[config.mk]
export PLATFORM = sky130hd
export DESIGN_NAME = quad_motor_mixer_with_arming_top
export DESIGN_NICKNAME = d
export VERILOG_FILES = /design/src/rtl/core/qmm_pkg.sv /design/src/rtl/core/qmm_mix.sv /design/src/rtl/core/quad_motor_mixer_with_arming_top.sv
export SDC_FILE = /design/constraint.sdc
export NUM_CORES = 1
export LEC_CHECK = 0
export ABC_AREA = 1
export BUFFER_PORTS_ARGS = -buffer_cell sky130_fd_sc_hd__buf_4
export CAP_MARGIN = 40
export CORE_MARGIN = 4
export CORE_UTILIZATION = 34
export DETAILED_ROUTE_END_ITERATION = 10
export SETUP_SLACK_MARGIN = 0.4
export SLEW_MARGIN = 20
export SYNTH_ARGS = -nofsm -noshare
export SYNTH_HDL_FRONTEND = slang
export SYNTH_SLANG_ARGS = --single-unit
export TNS_END_PERCENT = 30
[constraint.sdc]
create_clock -name clk -period 10 [get_ports clk]
set_clock_uncertainty 0.2 [all_clocks]
set_input_delay 1.5 -clock clk [delete_from_list [all_inputs] [get_ports clk]]
set_output_delay 1.5 -clock clk [all_outputs]
set_load 0.01 [all_outputs]
[src/rtl/core/qmm_pkg.sv]
// Shared types and constants of the quad motor mixer.
package qmm_pkg;

    localparam int STICK_W   = 11;
    localparam int CORR_W    = 16;
    localparam int POWER_W   = 16;
    localparam int CNT_W     = 16;
    localparam int CFG_W     = 16;
    localparam int CFG_IDX_W = 3;
    localparam int SUM_W     = 19;

    typedef logic signed [STICK_W-1:0] stick_t;
    typedef logic signed [CORR_W-1:0]  corr_t;
    typedef logic signed [POWER_W-1:0] power_t;
    typedef logic signed [SUM_W-1:0]   sum_t;
    typedef logic [CNT_W-1:0]          cnt_t;

    typedef enum logic [CFG_IDX_W-1:0] {
        REG_START_LIMIT   = 3'd0,
        REG_CORNER_LIMIT  = 3'd1,
        REG_DEADZONE      = 3'd2,
        REG_STOP_TICKS    = 3'd3,
        REG_POWER_FLOOR   = 3'd4,
        REG_POWER_CEILING = 3'd5
    } cfg_idx_t;

    typedef struct packed {
        logic signed [10:0] start_limit;
        logic [9:0]         corner_limit;
        logic [9:0]         deadzone;
        logic [14:0]        stop_ticks;
        logic signed [15:0] power_floor;
        logic signed [15:0] power_ceiling;
    } cfg_t;

    localparam logic signed [10:0] START_LIMIT_RST   = 11'sd200;
    localparam logic [9:0]         CORNER_LIMIT_RST  = 10'd800;
    localparam logic [9:0]         DEADZONE_RST      = 10'd30;
    localparam logic [14:0]        STOP_TICKS_RST    = 15'd1000;
    localparam logic signed [15:0] POWER_FLOOR_RST   = 16'sd0;
    localparam logic signed [15:0] POWER_CEILING_RST = 16'sd1000;

endpackage

[src/rtl/core/qmm_mix.sv]
// X-frame motor mix with full-width sums clipped to the power limits; all motors are zero while disarmed.
module qmm_mix
(
    input  qmm_pkg::cfg_t   cfg,
    input  logic            armed,
    input  logic            low_throttle,
    input  qmm_pkg::stick_t throttle,
    input  qmm_pkg::corr_t  pitch_corr,
    input  qmm_pkg::corr_t  roll_corr,
    input  qmm_pkg::corr_t  yaw_corr,
    output qmm_pkg::power_t motor_one,
    output qmm_pkg::power_t motor_two,
    output qmm_pkg::power_t motor_three,
    output qmm_pkg::power_t motor_four
);

    function automatic qmm_pkg::power_t clip
    (
        qmm_pkg::sum_t   v,
        qmm_pkg::power_t lo,
        qmm_pkg::power_t hi
    );
        qmm_pkg::sum_t f;
        qmm_pkg::sum_t c;
        qmm_pkg::sum_t w;
        f = qmm_pkg::sum_t'(lo);
        c = qmm_pkg::sum_t'(hi);
        w = v;
        if (w < f)
        begin
            w = f;
        end
        if (w > c)
        begin
            w = c;
        end
        return qmm_pkg::power_t'(w);
    endfunction

    qmm_pkg::sum_t t;
    qmm_pkg::sum_t p;
    qmm_pkg::sum_t r;
    qmm_pkg::sum_t y;
    qmm_pkg::sum_t s1;
    qmm_pkg::sum_t s2;
    qmm_pkg::sum_t s3;
    qmm_pkg::sum_t s4;

    // Corrections drop out at low throttle.
    assign t = qmm_pkg::sum_t'(throttle);
    assign p = low_throttle ? '0 : qmm_pkg::sum_t'(pitch_corr);
    assign r = low_throttle ? '0 : qmm_pkg::sum_t'(roll_corr);
    assign y = low_throttle ? '0 : qmm_pkg::sum_t'(yaw_corr);

    assign s1 = t + p - r - y;
    assign s2 = t + p + r + y;
    assign s3 = t - p + r - y;
    assign s4 = t - p - r + y;

    assign motor_one   = armed ? clip(s1, cfg.power_floor, cfg.power_ceiling) : '0;
    assign motor_two   = armed ? clip(s2, cfg.power_floor, cfg.power_ceiling) : '0;
    assign motor_three = armed ? clip(s3, cfg.power_floor, cfg.power_ceiling) : '0;
    assign motor_four  = armed ? clip(s4, cfg.power_floor, cfg.power_ceiling) : '0;

endmodule

[src/rtl/core/quad_motor_mixer_with_arming_top.sv]
// Top level of the quad motor mixer with stick arming.
// One control tick is one input beat and gives one output beat. The block
// takes a beat in every cycle while the output side is not stalled: a tick
// is held in an input register, goes through the arming logic and the X
// mix combinationally, and lands in the result register, from which its
// result beat is offered and held until the output side takes it. The
// arming state advances as a tick moves into the result register, so a
// stalled output holds the state too.
// Write configuration only while no tick is in flight; writes to indexes
// past the power ceiling are dropped.
module quad_motor_mixer_with_arming_top
(
    input  logic        clk,
    input  logic        rst_n,

    input  logic        cfg_we,
    input  logic [2:0]  cfg_addr,
    input  logic [15:0] cfg_data,

    input  logic        in_valid,
    output logic        in_ready,
    input  logic        arm_switch_on,
    input  logic signed [10:0] throttle_stick,
    input  logic signed [10:0] pitch_stick,
    input  logic signed [10:0] roll_stick,
    input  logic signed [10:0] rudder_stick,
    input  logic signed [15:0] pitch_correction,
    input  logic signed [15:0] roll_correction,
    input  logic signed [15:0] yaw_correction,

    output logic        out_valid,
    input  logic        out_ready,
    output logic signed [15:0] motor_one,
    output logic signed [15:0] motor_two,
    output logic signed [15:0] motor_three,
    output logic signed [15:0] motor_four,
    output logic        is_armed,
    output logic        reset_integrals,
    output logic signed [10:0] pitch_target,
    output logic signed [10:0] roll_target,
    output logic signed [10:0] yaw_target
);

    function automatic qmm_pkg::stick_t dead_zone(qmm_pkg::stick_t x, logic [9:0] dz);
        logic signed [11:0] xe;
        logic signed [11:0] de;
        xe = {x[10], x};
        de = {2'b00, dz};
        return (xe >= -de && xe <= de) ? '0 : x;
    endfunction

    qmm_pkg::cfg_t   cfg_reg;

    logic            s_valid_reg;
    logic            sw_reg;
    qmm_pkg::stick_t thr_reg;
    qmm_pkg::stick_t pit_reg;
    qmm_pkg::stick_t rol_reg;
    qmm_pkg::stick_t rud_reg;
    qmm_pkg::corr_t  pc_reg;
    qmm_pkg::corr_t  rc_reg;
    qmm_pkg::corr_t  yc_reg;

    logic            armed_reg;
    logic            armed_next;
    logic            corner_seen_reg;
    logic            corner_seen_next;
    qmm_pkg::cnt_t   ticks_reg;
    qmm_pkg::cnt_t   ticks_next;

    logic            o_valid_reg;
    qmm_pkg::power_t m1_reg;
    qmm_pkg::power_t m2_reg;
    qmm_pkg::power_t m3_reg;
    qmm_pkg::power_t m4_reg;
    logic            armed_out_reg;
    logic            pulse_reg;
    qmm_pkg::stick_t pt_reg;
    qmm_pkg::stick_t rt_reg;
    qmm_pkg::stick_t yt_reg;

    logic               advance;
    logic               in_beat;
    logic               corner;
    logic               low_throttle;
    logic               armed_mid;
    logic               pulse;
    logic signed [11:0] rud_ext;
    logic signed [11:0] corner_ext;
    qmm_pkg::power_t    m1;
    qmm_pkg::power_t    m2;
    qmm_pkg::power_t    m3;
    qmm_pkg::power_t    m4;

    assign advance  = s_valid_reg && (!o_valid_reg || out_ready);
    assign in_ready = !s_valid_reg || advance;
    assign in_beat  = in_valid && in_ready;

    always_ff @(posedge clk or negedge rst_n)
    begin
        if (!rst_n)
        begin
            cfg_reg.start_limit   <= qmm_pkg::START_LIMIT_RST;
            cfg_reg.corner_limit  <= qmm_pkg::CORNER_LIMIT_RST;
            cfg_reg.deadzone      <= qmm_pkg::DEADZONE_RST;
            cfg_reg.stop_ticks    <= qmm_pkg::STOP_TICKS_RST;
            cfg_reg.power_floor   <= qmm_pkg::POWER_FLOOR_RST;
            cfg_reg.power_ceiling <= qmm_pkg::POWER_CEILING_RST;
        end
        else if (cfg_we)
        begin
            case (cfg_addr)
                qmm_pkg::REG_START_LIMIT:   cfg_reg.start_limit   <= cfg_data[10:0];
                qmm_pkg::REG_CORNER_LIMIT:  cfg_reg.corner_limit  <= cfg_data[9:0];
                qmm_pkg::REG_DEADZONE:      cfg_reg.deadzone      <= cfg_data[9:0];
                qmm_pkg::REG_STOP_TICKS:    cfg_reg.stop_ticks    <= cfg_data[14:0];
                qmm_pkg::REG_POWER_FLOOR:   cfg_reg.power_floor   <= cfg_data;
                qmm_pkg::REG_POWER_CEILING: cfg_reg.power_ceiling <= cfg_data;
                default:                    ;
            endcase
        end
    end

    assign rud_ext      = {rud_reg[10], rud_reg};
    assign corner_ext   = {2'b00, cfg_reg.corner_limit};
    assign corner       = (thr_reg < cfg_reg.start_limit) && (rud_ext > corner_ext);
    assign low_throttle = thr_reg <= cfg_reg.start_limit;

    always_comb
    begin
        corner_seen_next = corner_seen_reg;
        armed_mid        = armed_reg;
        pulse            = 1'b0;
        if (sw_reg)
        begin
            if (corner != corner_seen_reg)
            begin
                corner_seen_next = corner;
                if (corner && !armed_reg)
                begin
                    pulse     = 1'b1;
                    armed_mid = 1'b1;
                end
            end
        end
        else
        begin
            armed_mid = 1'b0;
        end

        armed_next = armed_mid;
        ticks_next = ticks_reg;
        if (armed_mid)
        begin
            if (low_throttle)
            begin
                if (ticks_reg >= {1'b0, cfg_reg.stop_ticks})
                begin
                    armed_next = 1'b0;
                    ticks_next = '0;
                end
                else
                begin
                    ticks_next = ticks_reg + 16'd1;
                end
            end
            else
            begin
                ticks_next = '0;
            end
        end
    end

    qmm_mix u_mix
    (
        .cfg          (cfg_reg),
        .armed        (armed_mid),
        .low_throttle (low_throttle),
        .throttle     (thr_reg),
        .pitch_corr   (pc_reg),
        .roll_corr    (rc_reg),
        .yaw_corr     (yc_reg),
        .motor_one    (m1),
        .motor_two    (m2),
        .motor_three  (m3),
        .motor_four   (m4)
    );

    always_ff @(posedge clk or negedge rst_n)
    begin
        if (!rst_n)
        begin
            s_valid_reg     <= 1'b0;
            o_valid_reg     <= 1'b0;
            armed_reg       <= 1'b0;
            corner_seen_reg <= 1'b0;
            ticks_reg       <= '0;
        end
        else
        begin
            if (in_beat)
            begin
                s_valid_reg <= 1'b1;
            end
            else if (advance)
            begin
                s_valid_reg <= 1'b0;
            end

            if (advance)
            begin
                o_valid_reg     <= 1'b1;
                armed_reg       <= armed_next;
                corner_seen_reg <= corner_seen_next;
                ticks_reg       <= ticks_next;
            end
            else if (out_ready)
            begin
                o_valid_reg <= 1'b0;
            end
        end
    end

    always_ff @(posedge clk)
    begin
        if (in_beat)
        begin
            sw_reg  <= arm_switch_on;
            thr_reg <= throttle_stick;
            pit_reg <= pitch_stick;
            rol_reg <= roll_stick;
            rud_reg <= rudder_stick;
            pc_reg  <= pitch_correction;
            rc_reg  <= roll_correction;
            yc_reg  <= yaw_correction;
        end
        if (advance)
        begin
            m1_reg        <= m1;
            m2_reg        <= m2;
            m3_reg        <= m3;
            m4_reg        <= m4;
            armed_out_reg <= armed_next;
            pulse_reg     <= pulse;
            pt_reg        <= dead_zone(pit_reg, cfg_reg.deadzone);
            rt_reg        <= dead_zone(rol_reg, cfg_reg.deadzone);
            yt_reg        <= dead_zone(rud_reg, cfg_reg.deadzone);
        end
    end

    assign out_valid       = o_valid_reg;
    assign motor_one       = m1_reg;
    assign motor_two       = m2_reg;
    assign motor_three     = m3_reg;
    assign motor_four      = m4_reg;
    assign is_armed        = armed_out_reg;
    assign reset_integrals = pulse_reg;
    assign pitch_target    = pt_reg;
    assign roll_target     = rt_reg;
    assign yaw_target      = yt_reg;

endmodule

Word-level counts from Yosys, hierarchy flattened --
Index checks and enable logic that the tools add are counted.
Word-level totals: flip-flop bits (word level) 290, latch bits 0, bits in writable memories 0, bits in read-only memories 0, bits of input ports 117, output and inout port bits 101, logic and storage cells 112, memories kept 0
Cells by class: add/subtract/negate cells 12, multipliers 0, divide/modulo/power cells 0, order comparisons 18, equality and inequality tests 6, shift-type cells 0, muxes and demuxes 24, bitwise gates (word level) 0, reductions and logical operators 24
Operators with widths (count):
- $mux W19 | 7
- $mux W16 | 6
- $add A19 B19 Y19 | 4
- $gt A19 B16 Y1 | 4
- $lt A19 B16 Y1 | 4
- $sub A19 B19 Y19 | 4
- $le A11 B11 Y1 | 4
- $ge A11 B12 Y1 | 3
- $add A11 B19 Y19 | 1
- $sub A11 B19 Y19 | 1
- $add A16 B1 Y16 const B | 1
- $ge A16 B15 Y1 | 1
- $reduce_and A2 Y1 | 8
- $neg A10 Y12 | 1
- $gt A11 B11 Y1 | 1
- $lt A11 B11 Y1 | 1
- $mux W1 | 11
- $logic_and A1 B1 Y1 | 7
- $eq A3 B2 Y1 const B | 2
- $eq A3 B3 Y1 const B | 2
- $reduce_bool A2 Y1 | 2
- $eq A3 B1 Y1 const B | 1
- $logic_not A1 Y1 | 3
- $logic_not A3 Y1 | 1
- other kinds (3) | 4

Depth between registers and ports, before layout --
word-level depth 9, mapped depth 66, gate-level depth less buffers 63

By module --
A second synthesis with hierarchy kept.
Second synthesis, totals: cell total of the unflattened synthesis 3528, area total of the unflattened synthesis 26883.3 um2
Modules (own cells, without submodules):
- qmm_mix | times used 1, cells each 2365, area an instance 13751.9 um2, seq. area each 0.0 um2
- quad_motor_mixer_with_arming_top | times used 1, cells each 1163, area an instance 13131.3 um2, seq. area each 8245.4 um2

Worst setup path after synthesis --
OpenSTA, ideal clock, no wires.
path kind register to register, start point reg thr_reg[10], end point reg m3_reg[10], in the netlist motor_three[10], data pin, library setup time 0.147 ns, arrival time 8.648 ns, data required time 9.653 ns, path slack 1.005 ns, stages on the path, launching flop included 59, path buffers 4, period minus slack after synthesis 8.995 ns, cell sequence edfxtp_1 > ha_1 > nand2_1 > inv_2 > a21oi_1 > nand3_1 > nand2_1 > nand2_2 > nand2_4 > buf_1 > nor2_1 > ha_1 > fa_1 > o21ai_0 > nand2_1 > nor2_1 > nor2_1 > o31ai_1 > (+23 left out) > buf_4 > buf_6 > nand3_1 > nand2_1 > inv_1 > ha_1 > nand2_1 > nor2_1 > nand2_1 > nor2_1 > nand4_1 > nand3_1 > xnor2_1 > nand2_1 > inv_1 > buf_2 > nand2_1 > a21oi_1
Between the ends: word-level cells in the longest chain between the ends 9, elaborated cells between the ends (all ways) 18, those cells by class add/sub (3); order compare (4); eq/ne (1); mux (8); reduce/logical (2)
RTL lines:
- start, declared | RTL line quad_motor_mixer_with_arming_top.sv:56 | qmm_pkg::stick_t thr_reg;
- start signal, assigned | RTL line quad_motor_mixer_with_arming_top.sv:229 | thr_reg <= throttle_stick;
- $le A11 B11 Y1 | RTL line quad_motor_mixer_with_arming_top.sv:127 | assign low_throttle = thr_reg <= cfg_reg.start_limit;
- $mux W19 | RTL line qmm_mix.sv:51 | assign p = low_throttle ? '0 : qmm_pkg::sum_t'(pitch_corr);
- $sub A11 B19 Y19 | RTL line qmm_mix.sv:57 | assign s3 = t - p + r - y;
- $add A19 B19 Y19 | RTL line qmm_mix.sv:57
- $sub A19 B19 Y19 | RTL line qmm_mix.sv:57
- $lt A19 B16 Y1 | RTL line qmm_mix.sv:29 | if (w < f)
- $mux W19 | RTL line qmm_mix.sv:29
- $gt A19 B16 Y1 | RTL line qmm_mix.sv:33 | if (w > c)
- $mux W16 | RTL line qmm_mix.sv:33
- end signal, assigned | RTL line quad_motor_mixer_with_arming_top.sv:241 | m3_reg <= m3;
- end, declared | RTL line quad_motor_mixer_with_arming_top.sv:74 | qmm_pkg::power_t m3_reg;
Parallel ways exist; a longest one is shown, timed or not. A chain may end at the register's enable or synchronous reset.

Worst setup path after layout --
start point reg thr_reg[2], end point reg m4_reg[2], in the netlist motor_four[2], data pin
Between the ends: word-level cells in the longest chain between the ends 9, elaborated cells between the ends (all ways) 18, those cells by class add/sub (3); order compare (4); eq/ne (1); mux (8); reduce/logical (2)
RTL lines:
- $le A11 B11 Y1 | RTL line quad_motor_mixer_with_arming_top.sv:127
- $mux W19 | RTL line qmm_mix.sv:51
- $sub A11 B19 Y19 | RTL line qmm_mix.sv:58 | assign s4 = t - p - r + y;
- $sub A19 B19 Y19 | RTL line qmm_mix.sv:58
- $add A19 B19 Y19 | RTL line qmm_mix.sv:58
- $lt A19 B16 Y1 | RTL line qmm_mix.sv:29
- $mux W19 | RTL line qmm_mix.sv:29
- $gt A19 B16 Y1 | RTL line qmm_mix.sv:33
- $mux W16 | RTL line qmm_mix.sv:33
- end signal, assigned | RTL line quad_motor_mixer_with_arming_top.sv:242 | m4_reg <= m4;
- end, declared | RTL line quad_motor_mixer_with_arming_top.sv:75 | qmm_pkg::power_t m4_reg;
Parallel ways exist; a longest one is shown, timed or not.

==> metrics.txt <==
worst path required time=10.19 ns; Seq/Total Area, Yosys=32.8%; routed len/inst=19.5 um; Pre-Repair DR Iteration Count=6; most instantiated cells after synthesis=nand2_1 (693), inv_1 (410), ha_1 (356); grt ovf=0; RSZ-0062 raised after global routing=yes; max-cap violations=0; outcome=completed; FF-to-FF End=motor_four[2]; critical path launch point type=register; Slew Limit Fails=0; Area Overhead vs Synth=20.1%; period utilization=91.8%; global placer's final weighted congestion=0.980; Port Buffer Count=217; post-synthesis cell area=25200 sq um; Final #Nets=3827; first-pass GRT wire length=123000 um; Core Region=73100 sq um; Post-synth EDFFs=192; CTS Buffer Depth=3; Most used DFF post-synth=edfxtp_1; IO Count=218; root buffer cell=clkbuf_16; cell with the most instances after synthesis=nand2_1; Min-Delay Path Depth=2; clk_lat worst skew=0.57 ns; post-DP HPWL=66800 um; Syn Area/Cell=8.31 sq um; Rows=99; most area-consuming cells after synthesis=edfxtp_1 (23%), ha_1 (18%), nand2_1 (10%), dfrtp_1 (7.6%), inv_1 (6.1%); Clock transition at path regs=0.06 ns; worst hold endpoint=cfg_reg[21]; #FFs+latches synth=290; CTS Buf Count=35; CTS H-tree lvls=2; yosys warns=0; Crit-path slowest cell=fa_1; Initial Util=34.4%; largest net degree at the start of global routing=67; hold_sp=cfg_reg[21]; Reg-to-Reg Start=thr_reg[2]; vias in the first global route=21127; Achievable Freq=109 MHz; Critical Path End Type=register; worst setup path category=reg -> reg; post-layout min period=9.18 ns; FFs w/ async S/R, synth=33.8%; routed wire length=83300 um; chip height=280 um; Yosys cell types=62; Final Hold Vio Count=0; DRC viols=0; Worst R2R Path Depth=53; R2R setup slack=0.82 ns; initial antenna violation count=0; number of flip-flops in the largest register=78; DRT iter0 DRCs=1639; final setup violation count=0; syn_nets=3575; ANT cells=0; post-detailed-route via-to-cell ratio=5.11; DR vias=21786; Crit path largest cell delay=0.52 ns; worst rel slew slack=45.0%; Arr. time, crit path=9.37 ns; clk sinks=290; Antenna Violating Nets Remaining=0; fraction of layout cells with a size suffix above 1=16.1%; CTS tree=yes; die area=78400 sq um; Mapped Cells=3027; post-synth top area share=22.9%; Worst-Margin Slew=0.825 ns; area leader, netlist=edfxtp_1; Hold Crit Class=reg -> reg; crit-path most repeated cell=nand2_1; die width=280 um; Total GRT Usage=20.4%; setup TNS=0 ns; CP max FO=27
-- per-stage QoR --
stage | worst slack [ns] | util (%) | cell area (sq um) | cells | hold slack, ns
2_1_floorplan | 1.00 | - | 25200 | 3027 | 0.244
3_3_place_gp | 0.130 | 38.0 | 27800 | 4160 | 0.266
3_5_place_dp | 0.154 | 38.2 | 27900 | 4166 | 0.273
4_1_cts | 0.328 | 39.9 | 29100 | 4228 | 0.288
5_1_grt | 0.284 | 41.3 | 30200 | 4263 | 0.308
6_report | 0.822 | 41.3 | 30200 | 4263 | 0.283
-- layout by cell type (no fill, tap or decap), drive strengths merged, types with 6 or more instances in the layout --
cell type	synthesis	final
nand2	705	705
inv	416	414
ha	356	356
buf	36	271
o21ai	246	246
a21oi	243	243
edfxtp	192	192
nor2	183	183
nand3	113	113
xor2	93	93
dfrtp	76	76
fa	75	75
nand4	45	45
clkbuf	26	40
nor3	32	32
dfstp	22	22
and2	21	21
xnor2	20	20
clkinv	1	18
o211ai	16	16
a211oi	15	15
nor4	13	13
o31ai	10	10
nand3b	9	9
a31oi	9	9
a21o	8	8
clkinvlp	0	8
o21bai	8	8
a21boi	6	6
-- layout make-up --
cell class | count | area (sq um)
fill | 7415 | 42900
clock inverter | 23 | 287
tap | 959 | 1200
sequential | 290 | 8250
timing repair buffer | 272 | 2170
inverter | 417 | 1620
multi-input combinational | 2258 | 15700
timing repair inverter | 5 | 36.3
clock buffer | 39 | 933
-- how the worst max path moves through the flow --
stage / cells past startpoint / endpoint / slack [ns] / start
3_5_place_dp: 49 / motor_four[6] / 0.15 / cfg_reg[73]
5_1_grt: 59 / motor_two[1] / 0.28 / thr_reg[2]
6_report: 53 / motor_four[2] / 0.82 / thr_reg[2]
4_1_cts: 56 / motor_one[8] / 0.33 / cfg_reg[73]
2_1_floorplan: 58 / motor_three[10] / 1.00 / thr_reg[10]
3_3_place_gp: 52 / motor_four[2] / 0.13 / cfg_reg[73]
-- logic make-up (layout without fill, tap and decap cells) --
logic type | count (synthesis) | after routing | share of synthesized area (%)
xor gates and xnor gates | 113 | 113 | 3.96
and+or+nand+nor | 1130 | 1130 | 19.0
DFF | 290 | 290 | 32.8
AOI/OAI and AO/OA | 584 | 584 | 12.9
adders and majority gates | 431 | 431 | 23.7
buffers and inverters | 479 | 756 | 7.63
-- critical path, delay by kind of cell, from the launching register on --
kind / cells / cell delay, ns
DFF: 1 / 0.49
xor gates and xnor gates: 1 / 0.18
and+or+nand+nor: 28 / 3.10
buffers and inverters: 8 / 0.93
adders and majority gates: 6 / 2.27
AOI/OAI and AO/OA: 10 / 1.84
-- repair_timing --
action / 4_1_cts / 5_1_grt
hold endpoints to repair: 0 / 0
setup endpoints to repair: 63 / 64
setup buffers: 0 / 28
pin swaps: 0 / 35
cloned: 0 / 6
gates resized for setup: 11 / 187
hold buffers: 0 / 0
-- layer usage --
layer | global-route usage [%] | up-vias | routed length, um
li1 | - | 10659 | -
met5 | 0 | - | 0
met2 | 36.1 | 592 | 41300
met3 | 2.67 | 129 | 4450
met1 | 26.2 | 10406 | 34900
met4 | 6.16 | 0 | 2610
Power is left out: the tool's default activity adds up to more than one toggle a clock period on the data nets, which glitch-free logic cannot reach.
